`config.mk`:
```
export PLATFORM = sky130hd
export DESIGN_NAME = jsonc_comment_stripper_core
export DESIGN_NICKNAME = d
export VERILOG_FILES = /design/src/rtl/jcs_pkg.sv /design/src/rtl/jcs_scanner.sv /design/src/rtl/jcs_result_queue.sv /design/src/rtl/jsonc_comment_stripper_core.sv
export VERILOG_INCLUDE_DIRS = /design/src /design/src/rtl
export SDC_FILE = /design/constraint.sdc
export NUM_CORES = 1
export LEC_CHECK = 0
export ABC_AREA = 1
export BUFFER_PORTS_ARGS = -buffer_cell sky130_fd_sc_hd__clkbuf_2
export CAP_MARGIN = 20
export CORE_ASPECT_RATIO = 2
export CORE_MARGIN = 2
export CORE_UTILIZATION = 55
export DETAILED_ROUTE_END_ITERATION = 10
export PLACE_DENSITY = 0.74
export REMOVE_ABC_BUFFERS = 1
export SYNTH_ARGS = -nofsm -noshare
export SYNTH_HDL_FRONTEND = slang
export SYNTH_HIERARCHICAL = 1
export SYNTH_SLANG_ARGS = --single-unit
```
`constraint.sdc`:
```
create_clock -name clock -period 7.5 [get_ports clock]
set_input_delay 0.375 -clock clock [delete_from_list [all_inputs] [get_ports clock]]
set_output_delay 0.375 -clock clock [all_outputs]
set_load 0.005 [all_outputs]
```
`src/rtl/jsonc_comment_stripper_core_assert.svh`:
```
// assertion macros for the comment stripper core
// used by the top level only; needs nothing else
`ifndef JSONC_COMMENT_STRIPPER_CORE_ASSERT_SVH
`define JSONC_COMMENT_STRIPPER_CORE_ASSERT_SVH

// cond true at an edge requires prop at the same edge
`define JCS_ASSERT_IMPLY(label, clk, rst, cond, prop, msg) \
   label: assert property (@(posedge clk) disable iff (rst) (cond) |-> (prop)) \
      else $error(msg);

// cond true at an edge requires prop at the next edge
`define JCS_ASSERT_NEXT(label, clk, rst, cond, prop, msg) \
   label: assert property (@(posedge clk) disable iff (rst) (cond) |=> (prop)) \
      else $error(msg);

`endif

```
`src/rtl/jcs_pkg.sv`:
```
// shared types and constants of the comment stripper core
// no dependencies
`default_nettype none

package jcs_pkg;

   localparam int QUEUE_DEPTH = 4;

   localparam logic [7:0] CH_QUOTE = 8'h22;
   localparam logic [7:0] CH_BSL   = 8'h5C;
   localparam logic [7:0] CH_SLASH = 8'h2F;
   localparam logic [7:0] CH_STAR  = 8'h2A;
   localparam logic [7:0] CH_LF    = 8'h0A;
   localparam logic [7:0] CH_CR    = 8'h0D;

   typedef enum logic [1:0] {
      MODE_TEXT   = 2'd0,
      MODE_STRING = 2'd1,
      MODE_LINE   = 2'd2,
      MODE_BLOCK  = 2'd3
   } scan_mode_type;

   typedef struct packed {
      logic [7:0] out_byte;
      logic       has_byte;
      logic       run_last;
      logic       stream_end;
   } result_type;

   // results of one item: count is 0, 1 or 2, first slot filled before second
   typedef struct packed {
      logic [1:0] count;
      result_type first;
      result_type second;
   } scan_out_type;

endpackage

`default_nettype wire

```
`src/rtl/jcs_scanner.sv`:
```
// per-byte scanner: comment state and the results of one item
// depends on jcs_pkg
`default_nettype none

module jcs_scanner (
   input  wire logic               clock,
   input  wire logic               reset,
   input  wire logic               take,
   input  wire logic [7:0]         in_byte,
   input  wire logic               in_last,
   output jcs_pkg::scan_out_type   scan_out
);
   import jcs_pkg::*;

   scan_mode_type mode_ff, mode_in;
   logic          escape_ff, escape_in;
   logic          held_ff, held_in;
   logic          star_ff, star_in;

   logic is_quote, is_bsl, is_slash, is_star, is_eol;
   logic prefix, emit_b;
   scan_out_type res;

   assign is_quote = (in_byte == CH_QUOTE);
   assign is_bsl   = (in_byte == CH_BSL);
   assign is_slash = (in_byte == CH_SLASH);
   assign is_star  = (in_byte == CH_STAR);
   assign is_eol   = (in_byte == CH_LF) || (in_byte == CH_CR);

   always_comb begin
      mode_in   = mode_ff;
      escape_in = escape_ff;
      held_in   = held_ff;
      star_in   = star_ff;
      prefix    = 1'b0;
      emit_b    = 1'b0;
      res       = '0;
      case (mode_ff)
         MODE_STRING: begin
            emit_b = 1'b1;
            if (escape_ff) begin
               escape_in = 1'b0;
            end else if (is_bsl) begin
               escape_in = 1'b1;
            end else if (is_quote) begin
               mode_in = MODE_TEXT;
            end
         end
         MODE_LINE: begin
            if (is_eol) begin
               mode_in = MODE_TEXT;
               emit_b  = 1'b1;
            end
         end
         MODE_BLOCK: begin
            if (star_ff && is_slash) begin
               mode_in = MODE_TEXT;
               star_in = 1'b0;
            end else begin
               star_in = is_star;
            end
         end
         default: begin
            if (held_ff && is_slash) begin
               held_in = 1'b0;
               mode_in = MODE_LINE;
            end else if (held_ff && is_star) begin
               held_in = 1'b0;
               mode_in = MODE_BLOCK;
               star_in = 1'b0;
            end else begin
               // held slash that opens nothing goes out ahead of this byte
               prefix  = held_ff;
               held_in = 1'b0;
               if (is_quote) begin
                  mode_in   = MODE_STRING;
                  escape_in = 1'b0;
                  emit_b    = 1'b1;
               end else if (is_slash && !in_last) begin
                  held_in = 1'b1;
               end else begin
                  emit_b = 1'b1;
               end
            end
         end
      endcase

      if (prefix) begin
         res.first.out_byte = CH_SLASH;
         res.first.has_byte = 1'b1;
         res.count          = 2'd1;
      end
      if (emit_b) begin
         if (prefix) begin
            res.second.out_byte = in_byte;
            res.second.has_byte = 1'b1;
            res.count           = 2'd2;
         end else begin
            res.first.out_byte = in_byte;
            res.first.has_byte = 1'b1;
            res.count          = 2'd1;
         end
      end

      if (in_last) begin
         // bare end marker when the final byte gives nothing
         if (res.count == 2'd0) begin
            res.count = 2'd1;
         end
         if (res.count == 2'd2) begin
            res.second.stream_end = 1'b1;
         end else begin
            res.first.stream_end = 1'b1;
         end
         mode_in   = MODE_TEXT;
         escape_in = 1'b0;
         held_in   = 1'b0;
         star_in   = 1'b0;
      end

      if (res.count == 2'd2) begin
         res.second.run_last = 1'b1;
      end else if (res.count == 2'd1) begin
         res.first.run_last = 1'b1;
      end
   end

   assign scan_out = res;

   always_ff @(posedge clock) begin
      if (reset) begin
         mode_ff   <= MODE_TEXT;
         escape_ff <= 1'b0;
         held_ff   <= 1'b0;
         star_ff   <= 1'b0;
      end else if (take) begin
         mode_ff   <= mode_in;
         escape_ff <= escape_in;
         held_ff   <= held_in;
         star_ff   <= star_in;
      end
   end

endmodule

`default_nettype wire

```
`src/rtl/jcs_result_queue.sv`:
```
// result queue: takes up to two results per cycle, gives one
// depends on jcs_pkg
`default_nettype none

module jcs_result_queue #(
   parameter int DEPTH = jcs_pkg::QUEUE_DEPTH
) (
   input  wire logic                  clock,
   input  wire logic                  reset,
   input  wire logic                  push,
   input  wire jcs_pkg::scan_out_type push_data,
   input  wire logic                  pop,
   output logic                       room,
   output logic                       head_valid,
   output jcs_pkg::result_type        head
);
   import jcs_pkg::*;

   localparam int PW = $clog2(DEPTH);
   localparam int CW = $clog2(DEPTH + 1);

   function automatic logic [PW-1:0] ptr_inc(input logic [PW-1:0] p);
      logic [PW-1:0] q;
      if (p == PW'(DEPTH - 1)) begin
         q = '0;
      end else begin
         q = p + PW'(1);
      end
      return q;
   endfunction

   result_type    slot_ff [DEPTH];
   logic [PW-1:0] rd_ptr_ff, rd_ptr_in;
   logic [PW-1:0] wr_ptr_ff, wr_ptr_in;
   logic [CW-1:0] count_ff, count_in;
   logic [1:0]    push_n;
   logic          do_pop;

   assign push_n     = push ? push_data.count : 2'd0;
   assign do_pop     = pop && (count_ff != '0);
   assign room       = (count_ff <= CW'(DEPTH - 2));
   assign head_valid = (count_ff != '0);
   assign head       = slot_ff[rd_ptr_ff];

   always_comb begin
      count_in  = count_ff + CW'(push_n) - CW'(do_pop);
      rd_ptr_in = do_pop ? ptr_inc(rd_ptr_ff) : rd_ptr_ff;
      case (push_n)
         2'd1:    wr_ptr_in = ptr_inc(wr_ptr_ff);
         2'd2:    wr_ptr_in = ptr_inc(ptr_inc(wr_ptr_ff));
         default: wr_ptr_in = wr_ptr_ff;
      endcase
   end

   always_ff @(posedge clock) begin
      if (push_n != 2'd0) begin
         slot_ff[wr_ptr_ff] <= push_data.first;
      end
      if (push_n == 2'd2) begin
         slot_ff[ptr_inc(wr_ptr_ff)] <= push_data.second;
      end
   end

   always_ff @(posedge clock) begin
      if (reset) begin
         rd_ptr_ff <= '0;
         wr_ptr_ff <= '0;
         count_ff  <= '0;
      end else begin
         rd_ptr_ff <= rd_ptr_in;
         wr_ptr_ff <= wr_ptr_in;
         count_ff  <= count_in;
      end
   end

endmodule

`default_nettype wire

```
`src/rtl/jsonc_comment_stripper_core.sv`:
```
// comment stripper for JSON text: results of an accepted item are registered in the result queue
// throughput 1 item per cycle while req_ready is high; an item that gives two results (a released slash and
// its following byte) gives them one after the other, set by the single result port
// results wait in a QUEUE_DEPTH entry queue; req_ready drops when fewer than two free
// synchronous reset clears scanner state and queue pointers, no clearing pass
`default_nettype none

module jsonc_comment_stripper_core #(
   parameter int QUEUE_DEPTH = jcs_pkg::QUEUE_DEPTH
) (
   input  wire logic       clock,
   input  wire logic       reset,
   // input channel
   input  wire logic       req_valid,
   output logic            req_ready,
   input  wire logic [7:0] req_in_byte,
   input  wire logic       req_in_last,
   // result channel
   output logic            rsp_valid,
   input  wire logic       rsp_ready,
   output logic [7:0]      rsp_out_byte,
   output logic            rsp_has_byte,
   output logic            rsp_run_last,
   output logic            rsp_stream_end
);
   import jcs_pkg::*;

   logic         take;
   scan_out_type scan_out;
   result_type   head;

   // an item is taken only when the queue can hold both possible results
   assign take = req_valid && req_ready;

   // comment tracking, slash hold-back and end-of-text marking
   jcs_scanner u_scanner (
      .clock    (clock),
      .reset    (reset),
      .take     (take),
      .in_byte  (req_in_byte),
      .in_last  (req_in_last),
      .scan_out (scan_out)
   );

   // results are registered here, separating the two channels
   jcs_result_queue #(
      .DEPTH (QUEUE_DEPTH)
   ) u_queue (
      .clock      (clock),
      .reset      (reset),
      .push       (take),
      .push_data  (scan_out),
      .pop        (rsp_ready),
      .room       (req_ready),
      .head_valid (rsp_valid),
      .head       (head)
   );

   assign rsp_out_byte   = head.out_byte;
   assign rsp_has_byte   = head.has_byte;
   assign rsp_run_last   = head.run_last;
   assign rsp_stream_end = head.stream_end;

`include "jsonc_comment_stripper_core_assert.svh"

   // a stall is only ever caused by results still waiting
   `JCS_ASSERT_IMPLY(a_stall_has_results, clock, reset, !req_ready, rsp_valid, "stall without pending item")
   // the final byte always gives at least an end marker
   `JCS_ASSERT_NEXT(a_last_gives_result, clock, reset, take && req_in_last, rsp_valid, "final item lost")
   // the end of the text is also the end of its item's results
   `JCS_ASSERT_IMPLY(a_end_is_run_last, clock, reset, rsp_valid && rsp_stream_end, rsp_run_last, "stream end not run last")

endmodule

`default_nettype wire
```
; ---- Word-level counts from Yosys, hierarchy flattened
; Memory sizes are Yosys's and may differ from the RTL's. A register that Yosys moved wholly into a read port is not among the register bits.
; Cells that the tools add are included.
[word_totals]
memories = 1
inputBits = 13
ramBits = 44
out_inout_bits = 13
regBits = 12
word_cells = 129
[mem_list]
columns = name, words, word_bits, rd, rd_clocked_by_memory_dff, write_ports, line
row1 = u_queue.slot_ff, 4, 11, 1, 1, 2, jcs_result_queue.sv:32  ; result_type slot_ff [DEPTH];
[op_classes]
magnitude_cmp = 1
n_eq_ne = 28
n_mux = 65
reduce_logical = 22
add_sub_neg = 5
[ops]
columns = op, count
row1 = 2-bit two-way mux, 20
row2 = 1-bit two-way mux, 35
row3 = 9-bit two-way mux, 3
row4 = 8-bit by 6-bit equality test with 1-bit output (second input constant), 3
row5 = 2-bit equality test (second input constant), 8
row6 = 8-bit by 4-bit equality test with 1-bit output (second input constant), 2
row7 = 3-bit != test (second input constant), 5
row8 = 11-bit two-way mux, 1
row9 = 10-bit two-way mux, 1
row10 = 3-bit by 2-bit != test with 1-bit output (second input constant), 3
row11 = 3-bit nonzero test, 3
row12 = 8-bit by 7-bit equality test with 1-bit output (second input constant), 1
row13 = 7-bit AND reduction, 1
row14 = 2-bit by 1-bit adder with 2-bit output (second input constant), 3
row15 = 2-bit by 1-bit equality test with 1-bit output (second input constant), 3
row16 = 1-bit logical AND, 6
row17 = 2-bit by 1-bit != test with 1-bit output (second input constant), 3
row18 = 2-bit one-hot mux with 3 select lines, 1
row19 = 6-bit nonzero test, 1
row20 = 5-bit AND reduction, 1
row21 = 1-bit one-hot mux with 2 select lines, 2
row22 = 2-bit one-hot mux with 2 select lines, 1
row23 = 4-bit AND reduction, 1
row24 = 2-bit nonzero test, 2
row25 = 10 further kinds, 11

; ---- Depth between registers and ports, before layout
; Gate-level depths: netlist of the first run.
[logic_depth]
depth_word = 18
ltp_mapped = 22
depth_no_buf = 22

; ---- Hierarchy
; The synthesis of the first run kept the hierarchy.
[modules_own_cells]
columns = mod, area_each_um2, n_inst, cells_per_inst, seq_area_each_um2
row1 = jcs_result_queue, 2788.9, 1, 296, 1501.4
row2 = jcs_scanner, 837.1, 1, 146, 100.1
row3 = jsonc_comment_stripper_core, 7.5, 1, 2, 0.0

; ---- Worst setup path before layout of the first run
; Ideal clock, no wire load.
[synth_path]
path_kind = input-to-reg
start = input port req_in_byte[4]
end = memory u_queue/slot_ff[2][0] in the netlist's numbering (enable)
path_buffers = 1
stages = 18
setup_ns = 0.394
arrival_time_ns = 2.933
setup_slack_ns = 4.173
path_cell_list = inv_1 nand2_2 nor2_4 inv_2 nor3_2 nand2_1 nand3_1 nand2_1 nand2_2 inv_1 ha_1 o21ai_0 inv_1 nand2_1 ha_1 nand2_2 buf_6 o21ai_0
[synth_rtl]
columns = item, line
row1 = start: declaration, jsonc_comment_stripper_core.sv:16  ; input wire logic [7:0] req_in_byte,
row2 = end: declaration, jcs_result_queue.sv:32

==> flow_metrics.tcl, run 1 <==
set metrics [dict create \
    hold_start "reset" \
    ys_ff_latch 58 \
    max_freq_mhz 297 \
    cp_cell_sequence "clkbuf_2, inv_1, nand2_2, nor2_4, inv_2, nor3_2, nand2_1, nand3_1, nand2_1, nand2_2, inv_1, ha_1, o21ai_0, inv_1, nand2_1, ha_1, nand2_2, o21ai_0, buf_4" \
    drive_above_1_share 0.178 \
    yosysWarnings 6 \
    numCtsBuffers 9 \
    nFillCells 587 \
    grt_pass1_vias 2799 \
    critical_path.top_delay_family "simple AND/OR/NAND/NOR gates" \
    cts_max_level 3 \
    cts-root-buf "clkbuf_16" \
    vias 3049 \
    dp_hpwl_mm 7.72 \
    gp_congestion 1.02 \
    finalCritPeriodShare 0.448 \
    crit_fanout 23 \
    ys_top_cells_by_area "edfxtp_1, nand2_1, dfxtp_1" \
    period_needed_ns 3.36 \
    dp.cells 542 \
    r2r-end "u_queue/slot_ff[0][8]" \
    ys_seq_area_frac 0.441 \
    start_util 0.571 \
    synthArstFlopShare 0 \
    ant_nets 0 \
    viasPerCell 5.46 \
    wirelength_mm 10.2 \
    fin_cells 558 \
    path_class "in -> reg" \
    netlist_top_cells_count "nand2_1, nor2_1, inv_1" \
    die-area_sq_um 7310 \
    crit_path_end_kind "flop" \
    drtPass1Iterations 5 \
    rows 41 \
    synth_cell_type_count 35 \
    muxShareOfSynthArea 0 \
    fin_nets 500 \
    max_cap_viol_count 0 \
    fp.dieH_microns 119 \
    r2r_start "u_scanner/mode_ff[0]" \
    routedWlPerCell_microns 18.3 \
    core-area_sq_um 6360 \
    drt_iter0_drc 181 \
    finalClockSkew_ns 0.00804 \
    clockBufferDepth 2 \
    cts_tree "yes" \
    setup_tns_ns 0 \
    clkLatencyLatePin_ns 0.32 \
    cts_hold_buf 0 \
    synth_flop_cell "edfxtp_1" \
    die_x_microns 61.5 \
    grt_max_degree 24 \
    worst_path_largest_cell_delay_ns 0.36 \
    synthXorXnorAreaFrac 0.00241 \
    hold_viol 0 \
    synth_cells 444 \
    pin_count 26 \
    cts_resized 0 \
    status "finished, final reports clean" \
    critPathRequiredTime_ns 7.53 \
    synth_edf_count 44 \
    syn_to_final_growth_pct 12.5 \
    rr_worst_depth 14 \
    reg2reg_setup_slack_ns 4.14 \
    synthMostInstantiatedCell "nand2_1" \
    syn_area_sq_um 3630 \
    grt_pass1_wl_mm 15.5 \
    worstPathArrival_ns 3.39 \
    synth_compound_area_frac 0.147 \
    rsz0062_at_grt "no" \
    syn_avg_cell_area_sq_um 8.18 \
    ir_drop_mv 0.219 \
    synth_fa_ha_area_frac 0.0709 \
    maxSlewViolCount 0 \
    tightest_slew_ns 0.751 \
    worst-path-buf-inv 6 \
    cts_sinks 58 \
    antenna_found_initial 0 \
    grt.overflow.total 0 \
    synth_top_area_frac 0.364 \
    port_buffers 25 \
    synth_top_family_by_area "simple AND/OR/NAND/NOR gates" \
    postCtsSetupRepairBufs 0 \
    cts.clk_slew.worst_paths_ns 0.05 \
    p_per_area_nw_per_um2 330 \
    yosysTopAreaCell "edfxtp_1" \
    timing.slew.headroom 0.494 \
    critPathSlowestCell "ha_1" \
    grt_usage 0.306 \
    leakage_uw 0.00173 \
    whs_endpoint "u_queue/count_ff[0]" \
    hold_path_depth 2 \
    yosys.area_share.simple 0.240 \
    worstHoldPathType "in -> reg" \
    n_antenna_cell 0 \
    route.detailed.drc 0 \
    setup_viol 0 \
    start_kind "input pin" \
]
## logic make-up after synthesis
logic type / count (synthesis)
xor gates and xnor gates: 1
DFF: 58
adders and majority gates: 20
buffers and inverters: 73
and+or+nand+nor: 195
AOI/OAI and AO/OA: 97
## per-layer routing
layer / GRT usage / vias to the layer above / routed length, microns
met2: 0.536 / 116 / 5530
met5: 0 / - / 0
met3: 0.0630 / 35 / 455
met4: 0.166 / 0 / 644
met1: 0.319 / 1378 / 3590
li1: - / 1520 / -
## worst max-delay path by stage
| stage | from | depth (start not counted) | slack, ns | end |
|---|---|---|---|---|
| global placement | req_in_byte[6] | 19 | 3.95 | u_queue/slot_ff[2][5] |
| finish | req_in_byte[6] | 19 | 4.14 | u_queue/slot_ff[0][8] |
| floorplan | req_in_byte[4] | 17 | 4.11 | u_queue/slot_ff[2][0] |
| detailed placement | req_in_byte[6] | 19 | 3.87 | u_queue/slot_ff[2][7] |
| CTS | req_in_byte[6] | 19 | 4.20 | u_queue/slot_ff[0][10] |
| global route | req_in_byte[6] | 19 | 3.77 | u_queue/slot_ff[0][10] |
## through the flow
stage | power, uW | hold WS [ns] | instance area (sq um) | setup WS [ns] | util
finish | 1350 | 0.295 | 4090 | 4.14 | 0.642
global route | 1430 | 0.310 | 4090 | 3.77 | 0.642
CTS | 1350 | 0.293 | 4090 | 4.20 | 0.642
detailed placement | 882 | 0.499 | 3750 | 3.87 | 0.590
global placement | 874 | 0.477 | 3750 | 3.95 | 0.590
floorplan | 717 | 0.442 | 3490 | 4.11 | -
## cell type report
type	count	area (sq um)	share of cell area
clock buffer	11	233	0.0570
clock inverter	5	103	0.0251
inverter	56	213	0.0521
multi-input combinational	313	1670	0.410
sequential	58	1600	0.392
tap	86	108	0.0263
timing repair buffer	29	155	0.0380
## state kept, by name, summed over array words and instances (netlist names), named ones only
signal / count
u_queue/slot_ff: 44
u_queue/count_ff: 3
u_queue/rd_ptr_ff: 2
u_queue/wr_ptr_ff: 2
u_scanner/mode_ff: 2
u_scanner/escape_ff: 1
u_scanner/held_ff: 1
u_scanner/star_ff: 1
## report_power, final
| part | switching, uW | internal, uW |
|---|---|---|
| Sequential | 42.5 | 418 |
| Clock | 137 | 323 |
| Combinational | 277 | 152 |
## cell usage in the layout, fill, tap and decap left out, drive strengths merged
cell type  instances
nor3               6
dfxtp             14
bufinv             3
nand3b             2
clkbuf            36
nor3b              1
o22ai             11
buf                4
o211ai             2
nand3             17
xor2               1
inv               56
ha                19
a21oi             11
clkinv             1
clkinvlp           1
or2                3
nor2              74
nand2             88
nor4               1
fa                 1
o21ai             73
edfxtp            44
nand4              3
Power figures use the tool's default switching activity.
==> run 2, diff against run 1 <==
Clock period 7.5 ns to 3.3 ns, I/O delays scaled along.
==> flow_metrics.tcl, run 2 (same netlist as run 1, synthesis figures left out) <==
set metrics [dict create \
    p_per_area_nw_per_um2 670 \
    fp.dieH_microns 119 \
    largest_register "u_queue/slot_ff" \
    dp_slack_ns 0.291 \
    crit_top_cell "inv_1" \
    n_antenna_cell 0 \
    max_freq_mhz 341 \
    clockBufferDepth 2 \
    vias 2956 \
    die_x_microns 61.5 \
    crit_fanout 11 \
    grt_pass1_vias 2866 \
    postCtsSetupRepairBufs 0 \
    rows 41 \
    drt_iter0_drc 92 \
    multi_input_area_sq_um 1670 \
    worstPathArrival_ns 2.95 \
    cts_resized 0 \
    grt_pass1_wl_mm 12.5 \
    cp_cell_sequence "inv_1, ha_1, inv_1, nand3_1, nand2_2, inv_1, ha_1, o21ai_0, inv_1, nand2_1, ha_1, nand2_2, o21ai_0, buf_4" \
    leakage_uw 0.00173 \
    ant_nets 0 \
    path_class "reg -> reg" \
    die-area_sq_um 7310 \
    grt.overflow.total 0 \
    numCtsBuffers 9 \
    dp_hpwl_mm 5.95 \
    grt_usage 0.233 \
    routedWlPerCell_microns 13.8 \
    status "finished, final reports clean" \
    worst_path_largest_cell_delay_ns 0.38 \
    cts.clk_slew.worst_paths_ns 0.05 \
    worstHoldPathType "in -> reg" \
    critical_path.top_delay_family "adder cells" \
    critPathRequiredTime_ns 3.32 \
    period_needed_ns 2.93 \
    pin_count 26 \
    rr_worst_depth 14 \
    ir_drop_mv 0.417 \
    cts_tree "yes" \
    grt_max_degree 24 \
    core-area_sq_um 6360 \
    rsz0062_at_grt "no" \
    cts_sinks 58 \
    worst-path-buf-inv 5 \
    maxSlewViolCount 0 \
    start_kind "flop" \
    crit_cells 14 \
    syn_to_final_growth_pct 11.9 \
    antenna_found_initial 0 \
    max_cap_viol_count 0 \
    fin_nets 508 \
    largest_reg_flops 44 \
    setup_viol 0 \
    cts-root-buf "clkbuf_16" \
    route.detailed.drc 0 \
    critPathSlowestCell "dfxtp_1" \
    viasPerCell 5.22 \
    layout_common_cells "nand2_1, nor2_1, inv_1, edfxtp_1, o21ai_1" \
    worst_slack_ns 0.370 \
    wirelength_mm 7.81 \
    dp.cells 550 \
    cts_hold_buf 0 \
    timing.slew.headroom 0.561 \
    drive_above_1_share 0.188 \
    register_area_sq_um 1600 \
    hold_path_depth 2 \
    port_buffers 25 \
    crit_path_end_kind "flop" \
    fin_cells 566 \
    layout_commonest_cell "nand2_1" \
    finalClockSkew_ns 0.00427 \
    cts_max_level 3 \
    hold_viol 0 \
    nFillCells 600 \
    clkLatencyLatePin_ns 0.32 \
    gp_congestion 0.942 \
    start_util 0.571 \
    setup_tns_ns 0 \
    reg.largest.list "u_queue/slot_ff x44, u_queue/count_ff x3" \
    finalCritPeriodShare 0.888 \
    drtPass1Iterations 4 \
    tightest_slew_ns 0.657 \
]
[run 2: worst paths after layout]
kind | endpoint | from | slack (ns)
max | u_queue/slot_ff[3][3] | u_scanner/mode_ff[0] | 0.37
min | u_queue/count_ff[1] | reset | 0.09
max reg2reg | u_queue/slot_ff[3][3] | u_scanner/mode_ff[0] | 0.37
min reg2reg | flop | u_queue/rd_ptr_ff[1] | 0.51
[run 2: through the flow]
| stage | hold slack, ns | instance area (sq um) | utilization | power, uW |
|---|---|---|---|---|
| global placement | 0.425 | 3810 | 0.599 | 1910 |
| CTS | 0.0846 | 4070 | 0.639 | 2750 |
| floorplan | 0.232 | 3490 | - | 1630 |
| detailed placement | 0.432 | 3810 | 0.599 | 1950 |
| global route | 0.104 | 4070 | 0.639 | 2920 |
| finish | 0.0858 | 4070 | 0.639 | 2720 |
[run 2: layout make-up]
cell class,count,area share
clock buffer,12,0.0582
clock inverter,4,0.00462
inverter,56,0.0523
multi-input combinational,313,0.412
sequential,58,0.394
tap,86,0.0265
timing repair buffer,37,0.0529
[run 2: power by group]
part	internal [uW]	total, uW	switching [uW]
Clock	499	794	294
Combinational	357	914	557
Sequential	949	1020	66.4
Total	1810	2720	918
[run 2: routing by layer]
metal / part of all wire / track usage
met2: 0.58 / 0.446
met3: 0.029 / 0.0369
met5: 0 / 0
met4: 0.028 / 0.110
met1: 0.36 / 0.218
